===== config.mk =====
export PLATFORM = sky130hd
export DESIGN_NAME = ble_packet_crc_whiten_reverse
export DESIGN_NICKNAME = d
export VERILOG_FILES = /design/src/bcw_pkg.sv /design/src/bcw_front.sv /design/src/bcw_queue.sv /design/src/bcw_back.sv /design/src/ble_packet_crc_whiten_reverse.sv
export VERILOG_INCLUDE_DIRS = /design/src /design/src/src
export SDC_FILE = /design/constraint.sdc
export NUM_CORES = 1
export LEC_CHECK = 0
export BUFFER_PORTS_ARGS = -buffer_cell sky130_fd_sc_hd__buf_2
export CORE_AREA = 3 3 150 152
export CTS_CLUSTER_SIZE = 24
export DETAILED_ROUTE_END_ITERATION = 16
export DIE_AREA = 0 0 153 155
export GPL_TIMING_DRIVEN = 0
export PLACE_DENSITY_LB_ADDON = 0.15
export RECOVER_POWER = 25
export SLEW_MARGIN = 20
export SYNTH_ARGS = -nofsm -noshare
export SYNTH_HDL_FRONTEND = slang
export SYNTH_HIERARCHICAL = 1
export SYNTH_SLANG_ARGS = --single-unit

===== constraint.sdc =====
create_clock -name clk -period 4.8 [get_ports clk]
set_clock_uncertainty 0.05 [all_clocks]
set_input_delay 0.72 -clock clk [delete_from_list [all_inputs] [get_ports clk]]
set_output_delay 0.72 -clock clk [all_outputs]
set_load 0.03 [all_outputs]

===== src/ble_packet_crc_whiten_reverse_assert.svh =====
// Assertion macros for the packet CRC / whitening block.
`ifndef BLE_PACKET_CRC_WHITEN_REVERSE_ASSERT_SVH
`define BLE_PACKET_CRC_WHITEN_REVERSE_ASSERT_SVH

// cond must never hold at a clock edge outside reset
`define BCW_ASSERT_NEVER(lbl, cond, msg) \
    lbl: assert property (@(posedge clk) disable iff (!rst_n) !(cond)) else $error(msg);

// whenever a holds, b holds in the same cycle
`define BCW_ASSERT_IMPLY(lbl, a, b, msg) \
    lbl: assert property (@(posedge clk) disable iff (!rst_n) (a) |-> (b)) else $error(msg);

`endif


===== src/bcw_pkg.sv =====
package bcw_pkg;

    localparam logic [23:0] CRC_POLY     = 24'h00065B;
    localparam logic [23:0] CRC_INIT_RST = 24'h555555;
    localparam logic [7:0]  WHITEN_FB    = 8'h88;

    // back-end word index within one queue entry
    localparam logic [1:0] WIDX_PAYLOAD = 2'd0;
    localparam logic [1:0] WIDX_CRC_HI  = 2'd1;
    localparam logic [1:0] WIDX_CRC_MID = 2'd2;
    localparam logic [1:0] WIDX_CRC_LO  = 2'd3;

    // one classified input word; crc_bytes[0] goes out first
    typedef struct packed {
        logic [7:0]      payload;
        logic            last;
        logic [2:0][7:0] crc_bytes;
    } q_entry_t;

    typedef struct packed {
        logic full;
        logic empty;
    } q_stat_t;

    typedef struct packed {
        logic [6:0] lfsr;
        logic [7:0] mask;
    } whiten_t;

    function automatic logic [7:0] rev8(input logic [7:0] a);
        logic [7:0] v;
        for (int i = 0; i < 8; i++)
        begin
            v[7 - i] = a[i];
        end
        return v;
    endfunction

    // LSB-first byte into the CRC, left-shifting register
    function automatic logic [23:0] crc_byte(input logic [23:0] crc, input logic [7:0] d);
        logic [23:0] c;
        logic        fb;
        c = crc;
        for (int i = 0; i < 8; i++)
        begin
            fb = c[23] ^ d[i];
            c  = {c[22:0], 1'b0};
            if (fb)
            begin
                c = c ^ CRC_POLY;
            end
        end
        return c;
    endfunction

    // eight LFSR steps: whitening mask and following LFSR state
    function automatic whiten_t whiten_step(input logic [6:0] s);
        logic [7:0] c;
        whiten_t    r;
        c      = {1'b0, s};
        r.mask = '0;
        for (int i = 0; i < 8; i++)
        begin
            if (c[0])
            begin
                c         = c ^ WHITEN_FB;
                r.mask[i] = 1'b1;
            end
            c = c >> 1;
        end
        r.lfsr = c[6:0];
        return r;
    endfunction

endpackage


===== src/bcw_front.sv =====
module bcw_front (
    input  logic              clk,
    input  logic              rst_n,
    input  logic              cfg_we,
    input  logic [23:0]       cfg_wdata,
    input  logic              in_valid,
    output logic              in_ready,
    input  logic [7:0]        in_data,
    input  logic              in_last,
    input  logic [5:0]        in_chan,
    input  bcw_pkg::q_stat_t  q_stat,
    output logic              push,
    output bcw_pkg::q_entry_t entry
);
    import bcw_pkg::*;

    logic [23:0] crc_init_reg, crc_init_next;
    logic [23:0] crc_reg, crc_next;
    logic [6:0]  lfsr_reg, lfsr_next;
    logic        pkt_start_reg, pkt_start_next;

    logic [23:0] crc_cur, crc_upd;
    logic [6:0]  lfsr_cur;
    whiten_t     w0, w1, w2, w3;

    assign in_ready = !q_stat.full;
    assign push     = in_valid && in_ready;

    // packet start reloads CRC seed and LFSR (channel with bit 6 set)
    assign crc_cur  = pkt_start_reg ? crc_init_reg : crc_reg;
    assign lfsr_cur = pkt_start_reg ? {1'b1, in_chan} : lfsr_reg;
    assign crc_upd  = crc_byte(crc_cur, in_data);
    assign w0       = whiten_step(lfsr_cur);
    assign w1       = whiten_step(w0.lfsr);
    assign w2       = whiten_step(w1.lfsr);
    assign w3       = whiten_step(w2.lfsr);

    // rev(rev(c) ^ m) == c ^ rev(m)
    always_comb
    begin
        entry.payload      = rev8(in_data ^ w0.mask);
        entry.last         = in_last;
        entry.crc_bytes[0] = crc_upd[23:16] ^ rev8(w1.mask);
        entry.crc_bytes[1] = crc_upd[15:8]  ^ rev8(w2.mask);
        entry.crc_bytes[2] = crc_upd[7:0]   ^ rev8(w3.mask);
    end

    always_comb
    begin
        crc_init_next  = cfg_we ? cfg_wdata : crc_init_reg;
        crc_next       = crc_reg;
        lfsr_next      = lfsr_reg;
        pkt_start_next = pkt_start_reg;
        if (push)
        begin
            crc_next       = crc_upd;
            lfsr_next      = w0.lfsr;
            pkt_start_next = in_last;
        end
    end

    always_ff @(posedge clk or negedge rst_n)
    begin
        if (!rst_n)
        begin
            crc_init_reg  <= CRC_INIT_RST;
            crc_reg       <= CRC_INIT_RST;
            lfsr_reg      <= '0;
            pkt_start_reg <= 1'b1;
        end
        else
        begin
            crc_init_reg  <= crc_init_next;
            crc_reg       <= crc_next;
            lfsr_reg      <= lfsr_next;
            pkt_start_reg <= pkt_start_next;
        end
    end

endmodule


===== src/bcw_queue.sv =====
module bcw_queue #(
    parameter int DEPTH = 2
) (
    input  logic              clk,
    input  logic              rst_n,
    input  logic              push,
    input  bcw_pkg::q_entry_t wr_entry,
    input  logic              pop,
    output bcw_pkg::q_entry_t head,
    output bcw_pkg::q_stat_t  stat
);
    import bcw_pkg::*;

    localparam int PTR_W = (DEPTH > 1) ? $clog2(DEPTH) : 1;
    localparam int CNT_W = $clog2(DEPTH + 1);
    localparam logic [PTR_W-1:0] PTR_LAST = PTR_W'(DEPTH - 1);

    q_entry_t         store [DEPTH];
    logic [PTR_W-1:0] wr_ptr_reg, wr_ptr_next;
    logic [PTR_W-1:0] rd_ptr_reg, rd_ptr_next;
    logic [CNT_W-1:0] count_reg, count_next;

    assign head       = store[rd_ptr_reg];
    assign stat.full  = (count_reg == CNT_W'(DEPTH));
    assign stat.empty = (count_reg == '0);

    always_comb
    begin
        wr_ptr_next = wr_ptr_reg;
        rd_ptr_next = rd_ptr_reg;
        count_next  = count_reg;
        if (push)
        begin
            wr_ptr_next = (wr_ptr_reg == PTR_LAST) ? '0 : wr_ptr_reg + 1'b1;
        end
        if (pop)
        begin
            rd_ptr_next = (rd_ptr_reg == PTR_LAST) ? '0 : rd_ptr_reg + 1'b1;
        end
        if (push && !pop)
        begin
            count_next = count_reg + 1'b1;
        end
        else if (pop && !push)
        begin
            count_next = count_reg - 1'b1;
        end
    end

    always_ff @(posedge clk)
    begin
        if (push)
        begin
            store[wr_ptr_reg] <= wr_entry;
        end
    end

    always_ff @(posedge clk or negedge rst_n)
    begin
        if (!rst_n)
        begin
            wr_ptr_reg <= '0;
            rd_ptr_reg <= '0;
            count_reg  <= '0;
        end
        else
        begin
            wr_ptr_reg <= wr_ptr_next;
            rd_ptr_reg <= rd_ptr_next;
            count_reg  <= count_next;
        end
    end

endmodule


===== src/bcw_back.sv =====
module bcw_back (
    input  logic              clk,
    input  logic              rst_n,
    input  bcw_pkg::q_entry_t head,
    input  bcw_pkg::q_stat_t  q_stat,
    output logic              pop,
    output logic              out_valid,
    input  logic              out_ready,
    output logic [7:0]        out_byte,
    output logic              out_last,
    output logic [1:0]        idx
);
    import bcw_pkg::*;

    logic [1:0] idx_reg, idx_next;
    logic       valid_reg, valid_next;
    logic [7:0] byte_reg, byte_next;
    logic       last_reg, last_next;
    logic       load;

    // queue not empty and output register free or being drained this cycle
    assign load = !q_stat.empty && (!valid_reg || out_ready);
    assign pop  = load && ((idx_reg == WIDX_PAYLOAD && !head.last) || idx_reg == WIDX_CRC_LO);

    always_comb
    begin
        idx_next   = idx_reg;
        valid_next = valid_reg && !out_ready;
        byte_next  = byte_reg;
        last_next  = last_reg;
        if (load)
        begin
            valid_next = 1'b1;
            last_next  = (idx_reg == WIDX_CRC_LO);
            idx_next   = pop ? WIDX_PAYLOAD : idx_reg + 1'b1;
            unique case (idx_reg)
                WIDX_PAYLOAD: byte_next = head.payload;
                WIDX_CRC_HI:  byte_next = head.crc_bytes[0];
                WIDX_CRC_MID: byte_next = head.crc_bytes[1];
                WIDX_CRC_LO:  byte_next = head.crc_bytes[2];
                default:      byte_next = head.payload;
            endcase
        end
    end

    always_ff @(posedge clk or negedge rst_n)
    begin
        if (!rst_n)
        begin
            idx_reg   <= WIDX_PAYLOAD;
            valid_reg <= 1'b0;
            last_reg  <= 1'b0;
        end
        else
        begin
            idx_reg   <= idx_next;
            valid_reg <= valid_next;
            last_reg  <= last_next;
        end
    end

    always_ff @(posedge clk)
    begin
        byte_reg <= byte_next;
    end

    assign out_valid = valid_reg;
    assign out_byte  = byte_reg;
    assign out_last  = last_reg;
    assign idx       = idx_reg;

endmodule


===== src/ble_packet_crc_whiten_reverse.sv =====
// Advertising packet transmit path: CRC-24 plus data whitening, on-air bit order.
// Input stream (s_axis): one payload byte per word; tlast marks the final payload
//   byte of a packet; the channel index rides in tdata and is sampled only on the
//   first word of a packet (after reset or after a tlast word).
// Output stream (m_axis): one on-air byte per word, payload bytes first, then the
//   three CRC bytes high first; tlast is set on the last CRC byte only.
// Config: cfg_we/cfg_wdata writes the CRC seed; it is used from the next packet on.
// Front end does the whole CRC and LFSR update for a byte in the accept cycle and
// precomputes the whitened CRC bytes; back end serializes entries from a short queue.
// Path: an accepted word is written into the queue, then into the back-end output register.
// Throughput: one word per cycle both ways while m_axis_tready stays high; a tlast
//   word makes four output words, so the input backs up once per packet while the
//   back end sends the three CRC bytes.
// Reset: CRC seed back to 0x555555, queue and output register empty, next word
//   starts a packet.
// Receiver stall: the output word holds; the queue fills and s_axis_tready drops
//   when it is full.
`include "ble_packet_crc_whiten_reverse_assert.svh"

module ble_packet_crc_whiten_reverse #(
    parameter int QUEUE_DEPTH = 2
) (
    input  logic        clk,
    input  logic        rst_n,
    input  logic        cfg_we,
    input  logic [23:0] cfg_wdata,
    input  logic        s_axis_tvalid,
    output logic        s_axis_tready,
    input  logic [15:0] s_axis_tdata,   // [7:0] data_byte, [13:8] channel_number, [15:14] zero
    input  logic        s_axis_tlast,   // last_data
    output logic        m_axis_tvalid,
    input  logic        m_axis_tready,
    output logic [7:0]  m_axis_tdata,   // [7:0] out_byte
    output logic        m_axis_tlast    // last_out
);
    import bcw_pkg::*;

    q_stat_t    q_stat;
    q_entry_t   q_wr_entry;
    q_entry_t   q_head;
    logic       q_push;
    logic       q_pop;
    logic [1:0] bk_idx;

    bcw_front u_front (
        .clk       (clk),
        .rst_n     (rst_n),
        .cfg_we    (cfg_we),
        .cfg_wdata (cfg_wdata),
        .in_valid  (s_axis_tvalid),
        .in_ready  (s_axis_tready),
        .in_data   (s_axis_tdata[7:0]),
        .in_last   (s_axis_tlast),
        .in_chan   (s_axis_tdata[13:8]),
        .q_stat    (q_stat),
        .push      (q_push),
        .entry     (q_wr_entry)
    );

    bcw_queue #(
        .DEPTH (QUEUE_DEPTH)
    ) u_queue (
        .clk      (clk),
        .rst_n    (rst_n),
        .push     (q_push),
        .wr_entry (q_wr_entry),
        .pop      (q_pop),
        .head     (q_head),
        .stat     (q_stat)
    );

    bcw_back u_back (
        .clk       (clk),
        .rst_n     (rst_n),
        .head      (q_head),
        .q_stat    (q_stat),
        .pop       (q_pop),
        .out_valid (m_axis_tvalid),
        .out_ready (m_axis_tready),
        .out_byte  (m_axis_tdata),
        .out_last  (m_axis_tlast),
        .idx       (bk_idx)
    );

    // queue never written full or read empty
    `BCW_ASSERT_NEVER(a_q_overflow, q_push && q_stat.full, "queue write while full")
    `BCW_ASSERT_NEVER(a_q_underflow, q_pop && q_stat.empty, "queue read while empty")
    // mid CRC sequence the head must be a packet-closing entry
    `BCW_ASSERT_IMPLY(a_crc_head, bk_idx != WIDX_PAYLOAD, !q_stat.empty && q_head.last, "CRC sequence without last entry")
    // a pending tlast word means the CRC sequence has wrapped
    `BCW_ASSERT_IMPLY(a_last_wrap, m_axis_tvalid && m_axis_tlast, bk_idx == WIDX_PAYLOAD, "tlast with CRC sequence open")

endmodule

==> Word-level counts from Yosys, hierarchy flattened <==
Memories as Yosys holds them, arrays and structs flattened.
Cells that the tools add are included.
{ "classes": {"addsub": 5, "eq_ne": 4, "muxes": 81, "bitwise_logic": 50, "reduce_logical": 19} }
{ "ops": {"columns": ["operator", "count"], "rows": [
  ["$mux W8", 30],
  ["$mux W11", 8],
  ["$not A1 Y2", 30],
  ["$not A7 Y7", 8],
  ["$mux W1", 37],
  ["$pmux W8 S4", 1],
  ["$xor A8 B8 Y8", 4],
  ["$mux W24", 1],
  ["$xor A1 B1 Y1", 8],
  ["$logic_and A1 B1 Y1", 7],
  ["$logic_not A1 Y1", 7],
  ["$mux W7", 1],
  ["$eq A2 B2 Y1 const B", 3],
  ["$mux W2", 3],
  ["$add A2 B1 Y2 const B", 2],
  ["$logic_not A2 Y1", 2],
  ["$add A1 B1 Y1 const B", 2],
  ["$eq A2 B1 Y1 const B", 1],
  ["$logic_or A1 B1 Y1", 2],
  ["$reduce_bool A2 Y1", 1],
  ["$sub A2 B1 Y2 const B", 1]
]} }
{ "word_totals": {"regBits": 72, "ramBits": 66, "input_bits": 46, "output_inout_bits": 11, "wordCells": 171, "n_memories": 1} }
{ "mem_list": {"columns": ["memory", "words", "width", "rd", "rd_ports_with_merged_regs", "wr", "line", "text"], "rows": [
  ["u_queue.store", 2, 33, 1, 0, 1, "bcw_queue.sv:18", "q_entry_t store [DEPTH];"]
]} }

==> Longest topological paths before layout <==
{ "depth": {"depth_word": 63, "ltp_mapped": 10, "mapped_depth_nobuf": 9} }

==> By module <==
Netlist, hierarchy kept.
{ "modules_own_cells": {"columns": ["mod", "n_inst", "cells_per_inst", "area_per_inst_um2", "seq_area_each_um2"], "rows": [
  ["bcw_front", 1, 311, 4010.1, 1432.6],
  ["bcw_queue", 1, 119, 2720.1, 2082.0],
  ["bcw_back", 1, 56, 698.2, 340.3]
]} }

==> Worst setup path before layout <==
OpenSTA, ideal clock, no wires.
{ "synth_timing": {"path_type": "reg-to-reg", "startpoint": "reg u_queue.count_reg[1]", "endpoint": "mem u_queue/store[0][0] in the netlist's numbering (enable)", "setup_time_ps": 427, "t_arrival_ps": 2663, "required_ps": 4323, "slack_ps": 1660, "path_stages_with_launch": 6, "n_path_buf": 0, "synth_period_minus_slack_ps": 3140, "cell_sequence": "dfrtp_1 nor2b_1 inv_1 nand2_1 clkinv_1 nor2b_1"} }
{ "synth_lines": {"columns": ["element", "line", "text"], "rows": [
  ["from (decl)", "bcw_queue.sv:21", "logic [CNT_W-1:0] count_reg, count_next;"],
  ["from (signal assigned)", "bcw_queue.sv:70", "count_reg <= count_next;"],
  ["to (decl)", "bcw_queue.sv:18", null]
]} }

==> summary.md <==
| Metric | Value |
|---|---|
| Status | completed |
| Gate Count Post-Synth | a little under 500 |
| I/O Buffers | 53 |
| #FFs+latches synth | between 100 and 150 |
| Multiplexer share of the synthesized area | between 15 and 20% |
| Unrepaired setup endpoints after global routing | no |
| Max Cap Viol | 0 |
| Post-synthesis cell type count | 40 |
| Synth Net Count | around 540 |
| Hold buffers post-CTS | 0 |
| Async SR Flop Fraction | a little under half |
| Worst-case clock buffer depth | 2 |
| Final routed DRC violation total | 0 |
| Syn. warnings | 6 |
| Complex-gate fraction of the synthesized area | 3.487% |
| Worst path cell trace | buf_12, mux2i_4, xor2_4, xnor3_1, xor2_1, xnor3_1 |
| CTS sink cnt | between 100 and 150 |
| Slew margin rel. | a little under half |
| Largest register FFs | 66 |
| Cell count after placement | 817 |
| Top_reg_cell synth | edfxtp_1 |
| Period minus WS final | 2.951 ns |
| Post-synth EDFFs | between 70 and 80 |
| Final Cycle Share | about three fifths |
| Slowest cell on the critical path | dfstp_2 |
| Starting Density | between 30% and 40% |
| Io pins | 57 |
| Mean number of vias per cell | 4.618 |
| Root Driver | clkbuf_16 |
| Worst setup EP type | register |
| Simple-gate portion of the synthesized area | roughly 2.4% |
| DR iter-0 viols | between 100 and 150 |
| DRT Pass-1 Iters | 8 |
| Total gr overflow | 0 |
| CTS H-tree depth | 4 |
| # rows | between 50 and 60 |
| Post-CTS resize count | 0 |
| Worst hold path class | in -> async |
| DP Area | 8117 um2 |
| Setup CP Type | reg -> reg |
| CP max FO | 10 |
| First-pass GRT wire length | 24,670 um |
| Design area | between 8000 and 9000 um2 |
| XOR/XNOR share of the synthesized area | around a fifth |
| Max-slew violation count | 0 |
| Post-CTS Setup Bufs | 0 |
| Antenna violations before repair | 0 |
| Die Height | around 160 um |
| GP Congestion | 0.8082 |
| Via count | around 3,900 |
| Worst Tran Pin Value | about 0.8 ns |
| Layout cell share with drive strength beyond 1 | between 30% and 40% |
| TNS Setup | 0 ns |
| Die area | 23,720 um2 |
| Final cell count without fillers | 849 |
| Synthesized area | 7428 um2 |
| Final hold viol count | 0 |
| Final net count | 612 |
| Area grow syn2layout | 17.20% |
| Largest net degree at the start of global routing | 54 |
| Required time of the critical path | ~4.9 ns |
| Fin util | approximately 41% |
| Number of global-route vias before repair | just over 4,000 |
| Worst-Skew Late Latency | just over 0.4 ns |
| CTS tree | built |
| Fillers | just under 2,000 |
| GRT Total Usage | 13.90% |
| Drt total wl | roughly 16,000 um |
| Die Span X | between 150 and 200 um |
| Final Setup Violations | 0 |
| CTS Buf Count | 17 |
| Clock-pin slew on the worst setup and hold paths | 0.06 ns |
| Routed Antenna Nets | 0 |
| Hpwl dp | approximately 12,000 um |
| Critical Path Source Type | register |
| CP most frequent cell | xnor3_1 |
| Post-Synth Adder-Cell Area | less than 1% |
| Core footprint | about 21,000 um2 |
| Largest family of logic cells by synthesized area | XOR/XNOR gates |
| CP max stage delay | 0.56 ns |
| Number of diodes | 0 |
| Wire per inst | approximately 19 um |
| Most frequent cells in the layout | 74 x edfxtp_1, 56 x buf_2, 44 x xnor2_1 |
| Data arrival time of the worst path | around 3 ns |
| Register area share after synthesis | between 50 and 60% |
| Fmax | approximately 0.34 GHz |
| Commonest non-fill, non-tap cell in the layout | edfxtp_1 |
| Syn avg cell area | roughly 15 um2 |
synthesized netlist by cell type, types with 2 or more instances:
library cell	count	area, um2
mux2i_4	6	135.1
edfxtp_1	74	2222
xor3_1	2	47.55
nor2b_1	2	12.51
xnor2_4	4	110.1
xor3_2	2	50.05
buf_2	5	25.02
xnor3_2	5	118.9
clkbuf_1	11	41.29
dfrtp_1	39	975.9
xnor2_2	4	65.06
mux2i_1	31	310.3
xor2_4	3	82.58
mux2i_2	5	68.82
nor2_1	3	11.26
xnor2_1	44	385.4
mux2_1	2	22.52
o21ai_0	26	130.1
nand2_1	37	138.9
a222oi_1	8	80.08
ha_1	5	62.56
xnor3_1	13	292.8
xor2_2	2	32.53
dfstp_2	25	656.9
buf_12	4	80.08
o21ai_1	5	25.02
mux2_4	31	465.5
mux2_2	33	371.6
buf_6	3	33.78
xor2_1	30	262.8
inv_1	13	48.80
kinds of logic after synthesis:
group	after synthesis
adder cells (fa/ha/maj)	5
multiplexers	108
AO/OA/AOI/OAI	41
XOR/XNOR	109
flip-flops	138
buffers and inverters	40
AND/OR/NAND/NOR	45
per-stage QoR:
stage	setup WS, ns	hold WS [ns]
floorplan	1.660	0.3744
global placement	0.5352	0.4064
detailed placement	1.702	0.4104
CTS	1.887	0.08037
global route	1.835	0.3435
finish	1.849	0.3159
worst paths after layout:
path,startpoint,end,slack [ns],cells after the start
worst max-delay path,u_front/pkt_start_reg,u_queue/store[1][11],1.85,6
worst min-delay path,rst_n,u_front/crc_init_reg[23],0.32,1
worst max register to register,u_front/pkt_start_reg,u_queue/store[1][11],1.85,6
worst min register to register,u_front/crc_reg[6],u_front/crc_reg[6],0.42,2
max in group asynchronous,rst_n,u_front/crc_init_reg[16],3.58,2
min in group clk,u_front/crc_reg[6],u_front/crc_reg[6],0.42,2
per-layer routing:
layer | global-route usage, % | routed length (um) | vias up
met2 | 23.06 | 7961 | 72
met1 | 18.30 | 7223 | 1960
met3 | 3.060 | 523 | 15
met4 | 4.412 | 199 | 0
li1 | - | - | 1874
met5 | 0 | 0 | -
worst max-delay path: cells and delay by family, from the launching register on:
family	cells	cell delay, ns
DFF	1	0.56
buffers and inverters	1	0.19
muxes	1	0.31
xor gates and xnor gates	4	1.56
area by class of cell:
type / count / area [um2] / share of cell area [%]
Sequential cell: 138 / 3855 / 44.28
Inverter: 15 / 56.30 / 0.6467
Clock inverter: 15 / 172.7 / 1.983
Clock buffer: 17 / 425.4 / 4.886
Tap cell: 275 / 344.1 / 3.952
Buffer: 25 / 188.9 / 2.170
Multi-Input combinational cell: 308 / 3333 / 38.29
Timing Repair Buffer: 56 / 330.3 / 3.794
Power is not shown: default switching activity piles up to over one toggle a cycle in this logic, so the estimate is an artifact.
